**config.mk**
```make
export PLATFORM = sky130hd
export DESIGN_NAME = iaws_front
export DESIGN_NICKNAME = d
export VERILOG_FILES = /design/src/sv/inverse_affine_warp_sampler_core_defines.svh /design/src/sv/iaws_pkg.sv /design/src/sv/iaws_front.sv
export SDC_FILE = /design/constraint.sdc
export NUM_CORES = 1
export LEC_CHECK = 0
export ABC_AREA = 1
export BUFFER_PORTS_ARGS = -buffer_cell sky130_fd_sc_hd__buf_2
export CELL_PAD_IN_SITES_DETAIL_PLACEMENT = 1
export CELL_PAD_IN_SITES_GLOBAL_PLACEMENT = 2
export CORE_MARGIN = 2
export CORE_UTILIZATION = 34
export CTS_BUF_LIST = sky130_fd_sc_hd__clkbuf_4 sky130_fd_sc_hd__clkbuf_8 sky130_fd_sc_hd__clkbuf_16
export DETAILED_ROUTE_END_ITERATION = 10
export GPL_ROUTABILITY_DRIVEN = 0
export GPL_TIMING_DRIVEN = 0
export PLACE_DENSITY = 0.88
export SETUP_SLACK_MARGIN = 0.15
export SLEW_MARGIN = 10
export SYNTH_ARGS = -nofsm -noshare
export SYNTH_HDL_FRONTEND = slang
export SYNTH_SLANG_ARGS = --single-unit
```
**constraint.sdc**
```tcl
create_clock -name clk -period 2.2 [get_ports clk]
set_input_delay 0.33 -clock clk [delete_from_list [all_inputs] [get_ports clk]]
set_output_delay 0.33 -clock clk [all_outputs]
set_load 0.005 [all_outputs]
```
**src/sv/inverse_affine_warp_sampler_core_defines.svh**
```systemverilog
// Assertion macros used by the sampler back end (iaws_back).
// No dependencies; define NO_ASSERTIONS to compile them out.
`ifndef INVERSE_AFFINE_WARP_SAMPLER_CORE_DEFINES_SVH
`define INVERSE_AFFINE_WARP_SAMPLER_CORE_DEFINES_SVH
`ifndef NO_ASSERTIONS
`define IAWS_ASSERT_IMPL(lbl, clk, rstn, ante, cons, msg) \
	lbl: assert property (@(posedge clk) disable iff (!rstn) (ante) |-> (cons)) else $error(msg);
`define IAWS_ASSERT_NEXT(lbl, clk, rstn, ante, cons, msg) \
	lbl: assert property (@(posedge clk) disable iff (!rstn) (ante) |=> (cons)) else $error(msg);
`else
`define IAWS_ASSERT_IMPL(lbl, clk, rstn, ante, cons, msg)
`define IAWS_ASSERT_NEXT(lbl, clk, rstn, ante, cons, msg)
`endif
`endif

```
**src/sv/iaws_pkg.sv**
```systemverilog
// Shared constants, types and helpers for the affine warp sampler.
// No dependencies.
package iaws_pkg;
	localparam int MAX_SRC_WIDTH  = 128;
	localparam int MAX_SRC_HEIGHT = 128;
	localparam int OUT_ROWS       = 48;
	localparam int OUT_COLS       = 40;
	localparam int STORE_DEPTH    = MAX_SRC_WIDTH * MAX_SRC_HEIGHT;
	localparam int ADDR_W         = $clog2(STORE_DEPTH);
	localparam int SIZE_W         = $clog2(STORE_DEPTH + 1);
	localparam int COL_W          = $clog2(MAX_SRC_WIDTH);
	localparam int ROW_W          = $clog2(MAX_SRC_HEIGHT);
	localparam int QB             = (COL_W > ROW_W) ? COL_W : ROW_W;
	localparam int COEF_W         = 32;
	localparam int DIM_W          = 8;
	localparam int PIX_W          = 8;
	localparam int OROW_W         = 6;
	localparam int OCOL_W         = 6;
	localparam int ACC_W          = 67;
	localparam int IDX_W          = 3;

	typedef enum logic [IDX_W-1:0] {
		REG_A11, REG_A12, REG_B1, REG_A21, REG_A22, REG_B2, REG_SRC_W, REG_SRC_H
	} reg_idx_t;

	typedef enum logic {
		REQ_LOAD   = 1'b0,
		REQ_SAMPLE = 1'b1
	} req_t;

	typedef struct packed {
		logic [COEF_W-1:0] a11;
		logic [COEF_W-1:0] a12;
		logic [COEF_W-1:0] b1;
		logic [COEF_W-1:0] a21;
		logic [COEF_W-1:0] a22;
		logic [COEF_W-1:0] b2;
		logic [COL_W:0]    eff_w;
		logic [ROW_W:0]    eff_h;
	} cfg_t;

	typedef struct packed {
		req_t              kind;
		logic [PIX_W-1:0]  pixel;
		logic [OROW_W-1:0] row;
		logic [OCOL_W-1:0] col;
	} item_t;

	function automatic logic [COL_W:0] sat_w(logic [DIM_W-1:0] v);
		logic [COL_W:0] r;
		if (v == '0) r = (COL_W+1)'(1);
		else if (int'(v) > MAX_SRC_WIDTH) r = (COL_W+1)'(MAX_SRC_WIDTH);
		else r = (COL_W+1)'(v);
		return r;
	endfunction

	function automatic logic [ROW_W:0] sat_h(logic [DIM_W-1:0] v);
		logic [ROW_W:0] r;
		if (v == '0) r = (ROW_W+1)'(1);
		else if (int'(v) > MAX_SRC_HEIGHT) r = (ROW_W+1)'(MAX_SRC_HEIGHT);
		else r = (ROW_W+1)'(v);
		return r;
	endfunction
endpackage

```
**src/sv/iaws_front.sv**
```systemverilog
// Front end: accepts input transactions, saturates coordinates, queues them.
// Depends on iaws_pkg.
module iaws_front (
	input  logic                           clk,
	input  logic                           arst_n,
	input  logic                           in_valid,
	output logic                           in_ready,
	input  logic                           req_type,
	input  logic [iaws_pkg::PIX_W-1:0]     pixel_in,
	input  logic [iaws_pkg::OROW_W-1:0]    out_row,
	input  logic [iaws_pkg::OCOL_W-1:0]    out_col,
	output iaws_pkg::item_t                q_item,
	output logic                           q_valid,
	input  logic                           q_pop
);
	iaws_pkg::item_t fifo_q [2];
	logic            wr_ptr_q, rd_ptr_q;
	logic [1:0]      cnt_q;
	logic            push;
	iaws_pkg::item_t cls;

	assign in_ready = (cnt_q != 2'd2);
	assign push     = in_valid && in_ready;
	assign q_valid  = (cnt_q != 2'd0);
	assign q_item   = fifo_q[rd_ptr_q];

	always_comb begin
		cls.kind  = iaws_pkg::req_t'(req_type);
		cls.pixel = pixel_in;
		cls.row   = (int'(out_row) > iaws_pkg::OUT_ROWS - 1) ?
			iaws_pkg::OROW_W'(iaws_pkg::OUT_ROWS - 1) : out_row;
		cls.col   = (int'(out_col) > iaws_pkg::OUT_COLS - 1) ?
			iaws_pkg::OCOL_W'(iaws_pkg::OUT_COLS - 1) : out_col;
	end

	always_ff @(posedge clk) begin
		if (push) fifo_q[wr_ptr_q] <= cls;
	end

	always_ff @(posedge clk or negedge arst_n) begin
		if (!arst_n) begin
			wr_ptr_q <= 1'b0;
			rd_ptr_q <= 1'b0;
			cnt_q    <= 2'd0;
		end else begin
			if (push) wr_ptr_q <= ~wr_ptr_q;
			if (q_pop) rd_ptr_q <= ~rd_ptr_q;
			case ({push, q_pop})
				2'b10:   cnt_q <= cnt_q + 2'd1;
				2'b01:   cnt_q <= cnt_q - 2'd1;
				default: cnt_q <= cnt_q;
			endcase
		end
	end
endmodule

```
== After elaboration in Yosys (flattened, before gate mapping) ==
Memories as Yosys holds them, arrays and structs flattened.
Index checks and enable logic that the tools add are counted.

* Register bits: 4
* Bits in latches: 0
* Memory bits (writable): 42
* Bits in read-only memories: 0
* Bits of input ports: 25
* Output and inout bits: 23
* Logic and storage cells: 21
* Memories: 1

* Add/subtract/negate cells: 2
* Multipliers: 0
* Divide/modulo/power cells: 0
* Order comparisons: 2
* Equality and inequality tests: 3
* Shifts and indexed selects: 0
* Multiplexer cells: 5
* Bitwise gates (word level): 2
* Reduce and logical (&&, ||, !) cells: 3

{| class="wikitable"
|+ Memory list
! name !! depth !! bits a word !! rd ports !! clocked after Yosys merged registers in !! write ports !! line !! source
|-
| fifo_q || 2 || 21 || 1 || 0 || 1 || iaws_front.sv:16 || <nowiki>iaws_pkg::item_t fifo_q [2];</nowiki>
|}

{| class="wikitable"
|+ Operator list
! operator !! count
|-
| $gt A6 B6 Y1 const B || 2
|-
| $mux W6 || 2
|-
| $pmux W2 S2 || 1
|-
| $reduce_bool A2 Y1 || 2
|-
| $add A2 B1 Y2 const B || 1
|-
| $eq A2 B1 Y1 const B || 1
|-
| $eq A2 B2 Y1 const B || 1
|-
| $mux W1 || 2
|-
| $ne A2 B2 Y1 const B || 1
|-
| $not A1 Y1 || 2
|-
| $sub A2 B1 Y2 const B || 1
|-
| $logic_and A1 B1 Y1 || 1
|}

== Depth between registers and ports, before layout ==
Gate-level depths: netlist (run 1).

* Word-level depth: 4
* Gate-level depth with buffers: 9

== Worst setup path before layout (run 1) ==
No wires, ideal clock.

* Path kind: flip-flop to flip-flop
* From: reg cnt_q[0]
* To: mem fifo_q[0][0] in the netlist's numbering (enable)
* Library setup time: 399 ps
* Arrival time: 1475 ps
* Required time: 1801 ps
* Path slack: 326 ps
* Stages on the path, launching flop included: 5
* Buffers on the path: 0
* Cell sequence: dfrtp_1 > inv_2 > nand2_4 > nand2_4 > nor2_1

* Cells in the longest elaborated chain, start to end: 4

{| class="wikitable"
|+ RTL lines
! item !! line !! source
|-
| start: declaration || iaws_front.sv:18 || <nowiki>logic [1:0] cnt_q;</nowiki>
|-
| start signal: assignment || iaws_front.sv:49 || <nowiki>2'b10: cnt_q <= cnt_q + 2'd1;</nowiki>
|-
| start signal: assignment || iaws_front.sv:50 || <nowiki>2'b01: cnt_q <= cnt_q - 2'd1;</nowiki>
|-
| start signal: assignment || iaws_front.sv:51 || <nowiki>default: cnt_q <= cnt_q;</nowiki>
|-
| $ne A2 B2 Y1 || iaws_front.sv:22 || <nowiki>assign in_ready = (cnt_q != 2'd2);</nowiki>
|-
| net in_ready || iaws_front.sv:7 || <nowiki>output logic in_ready,</nowiki>
|-
| $logic_and A1 B1 Y1 || iaws_front.sv:23 || <nowiki>assign push = in_valid && in_ready;</nowiki>
|-
| $mux W1 || iaws_front.sv:37 || <nowiki>if (push) fifo_q[wr_ptr_q] <= cls;</nowiki>
|-
| $mux W1 (not written as such) || iaws_front.sv:37 ||
|-
| end: declaration || iaws_front.sv:16 ||
|}

The timed path passes the listed nets, and every way through them passes these cells.

== Worst setup path after layout (run 1) ==
* From: reg cnt_q[0]
* To: mem fifo_q[0][6] in the netlist's numbering (enable)

* Cells in the longest elaborated chain, start to end: 4

{| class="wikitable"
|+ RTL lines
! item !! line
|-
| $ne A2 B2 Y1 || iaws_front.sv:22
|-
| $logic_and A1 B1 Y1 || iaws_front.sv:23
|-
| $mux W1 || iaws_front.sv:37
|-
| $mux W1 (not written as such) || iaws_front.sv:37
|}

No other way between the ends.

==> flow_summary.json, run 1 <==
{
  "status": "finished clean",
  "core_um2": 5510,
  "numCtsBuffers": 5,
  "synthesis.nets": 185,
  "cts_resized": 0,
  "yosysTopAreaCell": "edfxtp_1",
  "muxShareOfSynthArea_pct": 0,
  "synth_compound_area_share_pct": 7.71,
  "dr.pass1.iters": 4,
  "period_needed_ns": 1.56,
  "numPlacedInstances": 279,
  "clk_latency_ns": 0.29,
  "clockBufferDepth": 2,
  "ir_drop_mv": 0.462,
  "yosys.area_share.adder_pct": 0.648,
  "track_usage_pct": 12.4,
  "synth_common_cells": "edfxtp_1 (42), inv_1 (35), nand2_1 (35), o21ai_1 (11), o21ai_2 (9)",
  "postLayoutCoreUtil_pct": 43.3,
  "die_height_um": 79.4,
  "relSlewSlack_pct": 55.3,
  "crit_fanout": 13,
  "final_hold_viol_count": 0,
  "period_share_pct": 70.8,
  "p_total_mw": 2.88,
  "drc": 0,
  "required_ns": 2.20,
  "grt.overflow.total": 0,
  "cts_tree": "done",
  "place_area_um2": 2270,
  "synthXorXnorAreaFrac_pct": 0.907,
  "grt_pass1_wl_um": 5830,
  "p_leak_nw": 1.08,
  "pre_cts_ws_ns": 0.611,
  "root_buffer": "clkbuf_8",
  "synth.distinct_cells": 19,
  "hold_path_class": "primary input to register",
  "synth_flop_cell": "edfxtp_1",
  "powerDensity_nw_per_um2": 1210,
  "setup_total_negative_slack_ns": 0,
  "synth-seq-cells": 46,
  "finClkSkew_ns": 0.00258,
  "start_util_pct": 35.1,
  "io_buffers": 47,
  "area_growth_pct": 23.6,
  "drive_above_1_share_pct": 34.0,
  "cts_sinks": 46,
  "async_flop_share_pct": 8.70,
  "endpoint_kind": "register",
  "rsz0062_at_grt": "false",
  "num_vias": 1242,
  "die_w_um": 79.4,
  "avgSynthCellArea_um2": 12.1,
  "pin_count": 48,
  "yosysMostFrequentCell": "edfxtp_1",
  "yosys.area_share.simple_pct": 9.92,
  "grt_max_degree": 23,
  "final.setup.worst_slack_ns": 0.643,
  "cp.arrival_ns": 1.56,
  "die_area_um2": 6300,
  "yosysWarnings": 0,
  "final_cell_area_um2": 2390,
  "wl_per_cell_um": 12.2,
  "syn_area_um2": 1930,
  "final_antenna_net_count": 0,
  "drv_cap": 0,
  "num_rows": 27,
  "wl_um": 3510,
  "dp_hpwl_um": 2590,
  "critPathKind": "register to register",
  "ys_top_cells_by_area": "edfxtp_1 (65%), inv_1 (6.8%), nand2_1 (6.8%)",
  "worst_hold_slack_ns": 0.226,
  "vias_per_cell": 4.33,
  "ys_seq_area_share_pct": 70.5,
  "setup_viol": 0,
  "final_nets": 241,
  "grt_pass1_vias": 1299,
  "clk_pin_slew_ns": 0.08,
  "fmax_ghz": 0.642,
  "slew_violations": 0,
  "synth_top_family_by_area": "buffers and inverters",
  "finalNonFillerCells": 287,
  "worst_slew_pin_slew_ns": 0.669,
  "startpoint_type": "register",
  "antenna_found_initial": 0,
  "synth_top_area_share_pct": 65.3,
  "drt-initial-drc-count": 50,
  "synth-edff-count": 42,
  "num_antenna_cells": 0,
  "syn_inst": 159,
  "htree_levels": 2
}
critical path, stage by stage, from the launching register on:
cell     delay (ns)
dfrtp_1        0.40
inv_2          0.07
nand2_4        0.07
nand2_4        0.07
nor2_2         0.42
buf_8          0.23
cells in the final DEF (no fill, tap or decap), types with 2 or more instances in the layout:
master    count
clkbuf_1      2
buf_6         5
o21ai_1      11
inv_1        35
clkbuf_8      5
nand2_4       2
o21ai_2       9
nand2_1      35
buf_2        47
dfrtp_1       4
o21ai_0       2
nor2_1        3
edfxtp_1     42
path summary, 6_finish.rpt:
path / startpoint / to / slack, ns / depth (start not counted)
max: cnt_q[0]$_DFFE_PN0P_ / fifo_q[0][6]$_DFFE_PP_ / 0.64 / 5
min: pixel_in[3] / fifo_q[0][15]$_DFFE_PP_ / 0.23 / 1
max reg2reg: cnt_q[0]$_DFFE_PN0P_ / fifo_q[0][6]$_DFFE_PP_ / 0.64 / 5
min reg2reg: cnt_q[0]$_DFFE_PN0P_ / cnt_q[0]$_DFFE_PN0P_ / 0.52 / 1
max in group asynchronous: arst_n / rd_ptr_q$_DFFE_PN0P_ / 1.70 / 2
min in group asynchronous: arst_n / wr_ptr_q$_DFFE_PN0P_ / 0.38 / 2
metal layers:
metal  up-vias  global-route usage, %  share of wire, %
met5         -                      0                 0
met4         0                   4.14               1.6
met3         5                   3.86               5.5
met2        30                   22.4                51
met1       580                   13.7                41
li1        627                      -                 -
state kept, by name, indices dropped and copies added, names as in the netlist:
signal	cells
fifo_q	42
cnt_q	2
rd_ptr_q	1
wr_ptr_q	1
report_power, final:
part,total [mW],switching [mW],internal (mW)
registers,1.27,0.0714,1.20
clock network,0.584,0.256,0.328
logic,1.02,0.585,0.438
kinds of logic (layout without fill, tap and decap cells):
| logic type | Yosys count | in the layout |
|---|---|---|
| flip-flops | 46 | 46 |
| AO/OA/AOI/OAI | 23 | 23 |
| buffers and inverters | 43 | 99 |
| AND/OR/NAND/NOR | 44 | 44 |
| XOR/XNOR | 2 | 2 |
| adder cells (fa/ha/maj) | 1 | 1 |
cell type report:
class / instances / area [um2]
fillers: 619 / 3120
flip-flops and latches: 46 / 1360
multi-input cells: 70 / 373
repair buffers: 49 / 260
inverters: 36 / 135
well taps: 72 / 90.1
clock buffers: 5 / 68.8
plain buffers: 7 / 63.8
clock inverters: 2 / 33.8
what timing repair did:
action                                  4_1_cts  5_1_grt
hold endpoints to repair                      4        0
endpoints found under the setup margin        0        0
setup buffers                                 0        0
hold buffers                                  1        0
Note: power is estimated with default switching activity, not from simulation.
==> run 2, diff against run 1 <==
--- a/config.mk
+++ b/config.mk
@@ -10,12 +10,12 @@
 export CELL_PAD_IN_SITES_DETAIL_PLACEMENT = 1
 export CELL_PAD_IN_SITES_GLOBAL_PLACEMENT = 2
 export CORE_MARGIN = 2
-export CORE_UTILIZATION = 34
+export CORE_UTILIZATION = 30
 export CTS_BUF_LIST = sky130_fd_sc_hd__clkbuf_4 sky130_fd_sc_hd__clkbuf_8 sky130_fd_sc_hd__clkbuf_16
 export DETAILED_ROUTE_END_ITERATION = 10
 export GPL_ROUTABILITY_DRIVEN = 0
 export GPL_TIMING_DRIVEN = 0
-export PLACE_DENSITY = 0.88
+export PLACE_DENSITY = 0.83
 export SETUP_SLACK_MARGIN = 0.15
 export SLEW_MARGIN = 10
 export SYNTH_ARGS = -nofsm -noshare
==> constraint.sdc (replaced) <==
create_clock -name clk -period 1.4 [get_ports clk]
set_input_delay 0.21 -clock clk [delete_from_list [all_inputs] [get_ports clk]]
set_output_delay 0.21 -clock clk [all_outputs]
set_load 0.005 [all_outputs]
==> run 2 against run 1 <==
Largest power group is now combinational cells. Non-clock buffer count grew 14. The run now ends with negative setup slack left. Clock skew is essentially flat. Die area is 13% higher.
==> flow_summary.json, run 2 (synthesis gave the netlist of run 1 again) <==
{
  "cts_sinks": 46,
  "clockBufferDepth": 2,
  "track_usage_pct": 12.2,
  "fmax_ghz": 0.692,
  "p_total_mw": 5.15,
  "num_rows": 29,
  "crit_fanout": 10,
  "wl_um": 4150,
  "slew_violations": 0,
  "switching_share_pct": 34.4,
  "core_um2": 6280,
  "num_antenna_cells": 0,
  "p_leak_nw": 1.19,
  "io_buffers": 47,
  "n_fill_cell": 687,
  "vias_per_cell": 4.37,
  "numCtsBuffers": 5,
  "die_height_um": 84.2,
  "pin_count": 48,
  "wl_met2_um": 2280,
  "wl_met3_um": 213,
  "postLayoutCoreUtil_pct": 42.5,
  "endpoint_kind": "output pin",
  "required_ns": 1.19,
  "final_hold_viol_count": 0,
  "final_antenna_net_count": 0,
  "clk_pin_slew_ns": 0.08,
  "start_util_pct": 30.8,
  "num_vias": 1349,
  "drt-initial-drc-count": 37,
  "powerDensity_nw_per_um2": 1930,
  "ir_drop_mv": 0.892,
  "power.net_switching_mw": 1.77,
  "multi_input_area_um2": 493,
  "power_frac_clock_pct": 15.0,
  "cts_tree": "done",
  "rsz0062_at_grt": "true",
  "dr.pass1.iters": 4,
  "max_flop_register": "fifo_q",
  "critPathKind": "register to output pin",
  "violations": "negative setup slack",
  "worst_slew_pin_slew_ns": 0.286,
  "finClkSkew_ns": 0.00272,
  "drt-met1-wl_um": 1610,
  "drive_above_1_share_pct": 46.6,
  "relSlewSlack_pct": 80.8,
  "wl_per_cell_um": 13.4,
  "drc": 0,
  "internal_power_mw": 3.38,
  "final.setup.worst_slack_ns": -0.0448,
  "root_buffer": "clkbuf_8",
  "grt.overflow.total": 0,
  "drv_cap": 0,
  "grt_pass1_vias": 1385,
  "dp_hpwl_um": 2590,
  "area_growth_pct": 38.0,
  "final_common_cell": "buf_2",
  "hold_path_class": "primary input to register",
  "finalNonFillerCells": 309,
  "period_needed_ns": 1.44,
  "largest_reg_flops": 42,
  "combPwrFrac_pct": 46.3,
  "clk_latency_ns": 0.29,
  "antenna_found_initial": 0,
  "setup_viol": 21,
  "p_seq_share_pct": 38.7,
  "final_cell_mix": "buf_2 (45), edfxtp_1 (42), inv_1 (34), nand2_1 (30), o21ai_2 (16)",
  "final-seq-area_um2": 1360,
  "cp.arrival_ns": 1.23,
  "final_nets": 257,
  "period_share_pct": 103,
  "grt_pass1_wl_um": 6620,
  "htree_levels": 2,
  "grt_max_degree": 15,
  "status": "complete, but fails checks",
  "die_w_um": 84.2,
  "numPlacedInstances": 283,
  "startpoint_type": "register",
  "maxUsedRoutingLayer": "met4",
  "die_area_um2": 7090,
  "top_regs": "fifo_q: 42 flops, cnt_q: 2 flops"
}
## run 2: critical path, stage by stage (launching register included)
cell and delay (ns):
dfrtp_1 0.39, buf_6 0.15, buf_12 0.15, o21ai_4 0.14, buf_2 0.12
## run 2: layout make-up
cell class | count | area share [%]
clock buffers | 5 | 2.58
inverters | 36 | 5.07
flip-flops and latches | 46 | 51.1
plain buffers | 7 | 3.33
clock inverters | 3 | 0.610
well taps | 77 | 3.62
multi-input cells | 72 | 18.5
repair buffers | 63 | 15.2
## run 2: layer usage
metal,track usage [%],up-vias
met3,3.93,5
met4,3.08,0
met2,22.2,28
met5,0,-
li1,-,653
met1,13.9,663
## run 2: metrics by stage
step	hold slack [ns]	worst slack, ns	setup TNS, ns	cell area (um2)
2_1_floorplan	-0.0856	0.0999	0	1940
3_3_place_gp	0.0266	-0.155	-6.34	2270
3_5_place_dp	0.0274	-0.156	-6.48	2270
4_1_cts	0.0926	-0.0505	-0.771	2530
5_1_grt	0.0801	-0.0973	-1.66	2670
6_report	0.101	-0.0448	-0.517	2670
## run 2: path summary, 6_finish.rpt
path	startpoint	end	slack, ns	cells after the start
worst max-delay path	rd_ptr_q$_DFFE_PN0P_	q_item[9]	-0.04	4
worst min-delay path	pixel_in[2]	fifo_q[0][14]$_DFFE_PP_	0.10	1
worst max register to register	cnt_q[0]$_DFFE_PN0P_	cnt_q[1]$_DFFE_PN0P_	0.14	8
worst min register to register	wr_ptr_q$_DFFE_PN0P_	wr_ptr_q$_DFFE_PN0P_	0.55	2
max in group asynchronous	arst_n	wr_ptr_q$_DFFE_PN0P_	1.02	2
min in group asynchronous	arst_n	wr_ptr_q$_DFFE_PN0P_	0.24	2
## run 2: power by group through the flow
stage / Clock (mW) / Sequential, mW / Combinational [mW]
2_1_floorplan: 0 / 2.00 / 1.03
3_3_place_gp: 0 / 2.02 / 1.64
3_5_place_dp: 0 / 2.03 / 1.65
4_1_cts: 0.807 / 2.01 / 2.05
5_1_grt: 0.870 / 2.02 / 2.62
6_report: 0.774 / 1.99 / 2.38
## run 2: what timing repair did
| item | 4_1_cts | 5_1_grt |
|---|---|---|
| hold buffers | 1 | 0 |
| endpoints found under the setup margin | 65 | 44 |
| pin swaps | 7 | 11 |
| endpoints found under the hold margin | 4 | 0 |
| gates resized for setup | 16 | 26 |
| buffers inserted | 11 | 4 |
| gates cloned | 2 | 0 |
==> run 3, diff against run 2 <==
--- a/config.mk
+++ b/config.mk
@@ -9,9 +9,9 @@
 export BUFFER_PORTS_ARGS = -buffer_cell sky130_fd_sc_hd__buf_2
 export CELL_PAD_IN_SITES_DETAIL_PLACEMENT = 1
 export CELL_PAD_IN_SITES_GLOBAL_PLACEMENT = 2
-export CORE_MARGIN = 2
 export CORE_UTILIZATION = 30
 export CTS_BUF_LIST = sky130_fd_sc_hd__clkbuf_4 sky130_fd_sc_hd__clkbuf_8 sky130_fd_sc_hd__clkbuf_16
+export CTS_CLUSTER_DIAMETER = 30
 export DETAILED_ROUTE_END_ITERATION = 10
 export GPL_ROUTABILITY_DRIVEN = 0
 export GPL_TIMING_DRIVEN = 0
==> constraint.sdc (replaced) <==
create_clock -name clk -period 1.2 [get_ports clk]
set_input_delay 0.18 -clock clk [delete_from_list [all_inputs] [get_ports clk]]
set_output_delay 0.18 -clock clk [all_outputs]
set_load 0.005 [all_outputs]
==> run 3 against run 2 <==
The flow still finishes with violations (negative setup slack). Non-clock buffer count is 2 lower. Routed wire length is 5.0% lower. Register-to-register slack worse by 0.24 ns. Sequential power is 17% higher. Largest power group unchanged. Combinational power is 17% higher. Clock power is 19% higher. Hold slack worse by 0.028 ns. Setup slack worse by 0.16 ns. Global-route usage is 0.69 points higher.
==> flow_summary.json, run 3 (synthesis gave the netlist of run 1 again) <==
{
  "die_height_um": 82.2,
  "ir_drop_mv": 0.962,
  "worst_hold_slack_ns": 0.0729,
  "dp_hpwl_um": 2540,
  "drt-initial-drc-count": 26,
  "grt_pass1_vias": 1345,
  "drc": 0,
  "period_needed_ns": 1.40,
  "place_area_um2": 2270,
  "clockBufferDepth": 2,
  "final.setup.worst_slack_ns": -0.200,
  "ff2ff_setup_slack_ns": -0.10,
  "postLayoutCoreUtil_pct": 44.2,
  "clk_latency_ns": 0.29,
  "dr.pass1.iters": 4,
  "power.net_switching_mw": 2.05,
  "powerDensity_nw_per_um2": 2250,
  "wl_um": 3940,
  "fmax_ghz": 0.714,
  "final_cell_mix": "buf_2 (46), edfxtp_1 (42), inv_1 (34), nand2_1 (30), o21ai_2 (14)",
  "power_frac_clock_pct": 15.2,
  "num_vias": 1327,
  "crit_path_start": "rd_ptr_q$_DFFE_PN0P_",
  "grtUsageMet2_pct": 23.6,
  "use_met1_pct": 15.0,
  "hold_path_class": "primary input to register",
  "final_cell_area_um2": 2680,
  "htree_levels": 2,
  "numCtsBuffers": 5,
  "grt_max_degree": 16,
  "numPlacedInstances": 281,
  "relSlewSlack_pct": 79.7,
  "io_buffers": 47,
  "largest_reg_flops": 42,
  "r2r-end": "fifo_q[1][14]$_DFFE_PP_",
  "top_regs": "fifo_q: 42 flops, cnt_q: 2 flops",
  "die_area_um2": 6760,
  "cts_tree": "done",
  "crit_fanout": 10,
  "start_util_pct": 31.9,
  "die_w_um": 82.2,
  "required_ns": 1.02,
  "setup_viol": 44,
  "rsz0062_at_grt": "true",
  "final_common_cell": "buf_2",
  "endpoint_kind": "output pin",
  "drive_above_1_share_pct": 46.5,
  "max_flop_register": "fifo_q",
  "area_growth_pct": 38.8,
  "worst_r2r_path_depth": 5,
  "met3_usage_pct": 2.31,
  "cp.arrival_ns": 1.22,
  "antenna_found_initial": 0,
  "vias_per_cell": 4.35,
  "hold_depth": 1,
  "period_share_pct": 117,
  "final_nets": 255,
  "internal_power_mw": 3.99,
  "worstSetupEndpoint": "q_item[0]",
  "drv_cap": 0,
  "startpoint_type": "register",
  "slew_violations": 0,
  "cts_sinks": 46,
  "grt_busiest_layer": "met2",
  "finalNonFillerCells": 305,
  "finClkSkew_ns": 0.00760,
  "switching_share_pct": 33.9,
  "p_leak_nw": 1.19,
  "root_buffer": "clkbuf_8",
  "worst_slew_pin_slew_ns": 0.302,
  "num_antenna_cells": 0,
  "num_rows": 28,
  "p_seq_share_pct": 38.5,
  "reg2reg_from": "cnt_q[1]$_DFFE_PN0P_",
  "grt_pass1_wl_um": 6220,
  "final_antenna_net_count": 0,
  "grt.overflow.total": 0,
  "violations": "negative setup slack",
  "combPwrFrac_pct": 46.3,
  "track_usage_pct": 12.9,
  "status": "complete, but fails checks",
  "pin_count": 48,
  "core_um2": 6060,
  "final_hold_viol_count": 0,
  "critPathKind": "register to output pin",
  "wl_per_cell_um": 12.9,
  "clk_pin_slew_ns": 0.09
}
run 3: cell count changes in the layout (fill, tap and decap cells not counted), sizes merged:
cell and change:
buf -2
run 3: repair_timing:
item	in CTS	in global routing
hold buffers	1	0
endpoints found under the hold margin	4	0
pin swaps	10	2
gates cloned	2	0
buffers inserted	11	2
endpoints found under the setup margin	68	68
gates resized for setup	24	11
run 3: layer usage:
metal,share of wire (%),vias to the layer above
met5,0,-
met4,1.4,0
met3,3.6,5
met2,56,26
met1,39,642
li1,-,654
run 3: final cells by class:
| cell class | instances | area, um2 |
|---|---|---|
| fillers | 677 | 3380 |
| flip-flops and latches | 46 | 1360 |
| multi-input cells | 72 | 488 |
| repair buffers | 61 | 430 |
| inverters | 36 | 135 |
| well taps | 75 | 93.8 |
| plain buffers | 7 | 80.1 |
| clock buffers | 5 | 68.8 |
| clock inverters | 3 | 21.3 |
run 3: metrics by stage:
stage               setup slack [ns]  TNS, ns  power (mW)
floorplan                     -0.100    -3.94        3.53
global placement              -0.340   -14.20        4.22
detailed placement            -0.353   -14.93        4.29
CTS                           -0.214    -5.83        5.94
global route                  -0.262    -8.68        6.48
finish                        -0.200    -5.58        6.03
run 3: worst min-delay path by stage:
stage,start,end,slack (ns)
2_1_floorplan,arst_n,cnt_q[0]$_DFFE_PN0P_,-0.12
3_3_place_gp,arst_n,wr_ptr_q$_DFFE_PN0P_,-0.004
3_5_place_dp,arst_n,wr_ptr_q$_DFFE_PN0P_,-0.01
4_1_cts,pixel_in[1],fifo_q[1][13]$_DFFE_PP_,0.06
5_1_grt,pixel_in[1],fifo_q[1][13]$_DFFE_PP_,0.06
6_report,pixel_in[1],fifo_q[1][13]$_DFFE_PP_,0.07
run 3: power by group through the flow:
stage	logic [mW]	registers, mW	clock network (mW)
final	2.79	2.32	0.919
after global routing	3.09	2.36	1.03
after CTS	2.66	2.33	0.957
after detailed placement	1.91	2.38	0
after global placement	1.87	2.35	0
after floorplan	1.20	2.34	0
run 3: critical path, stage by stage (launching register included):
cell and delay [ns]:
dfrtp_1 0.38, buf_6 0.14, buf_6 0.15, o21ai_2 0.14, buf_2 0.12
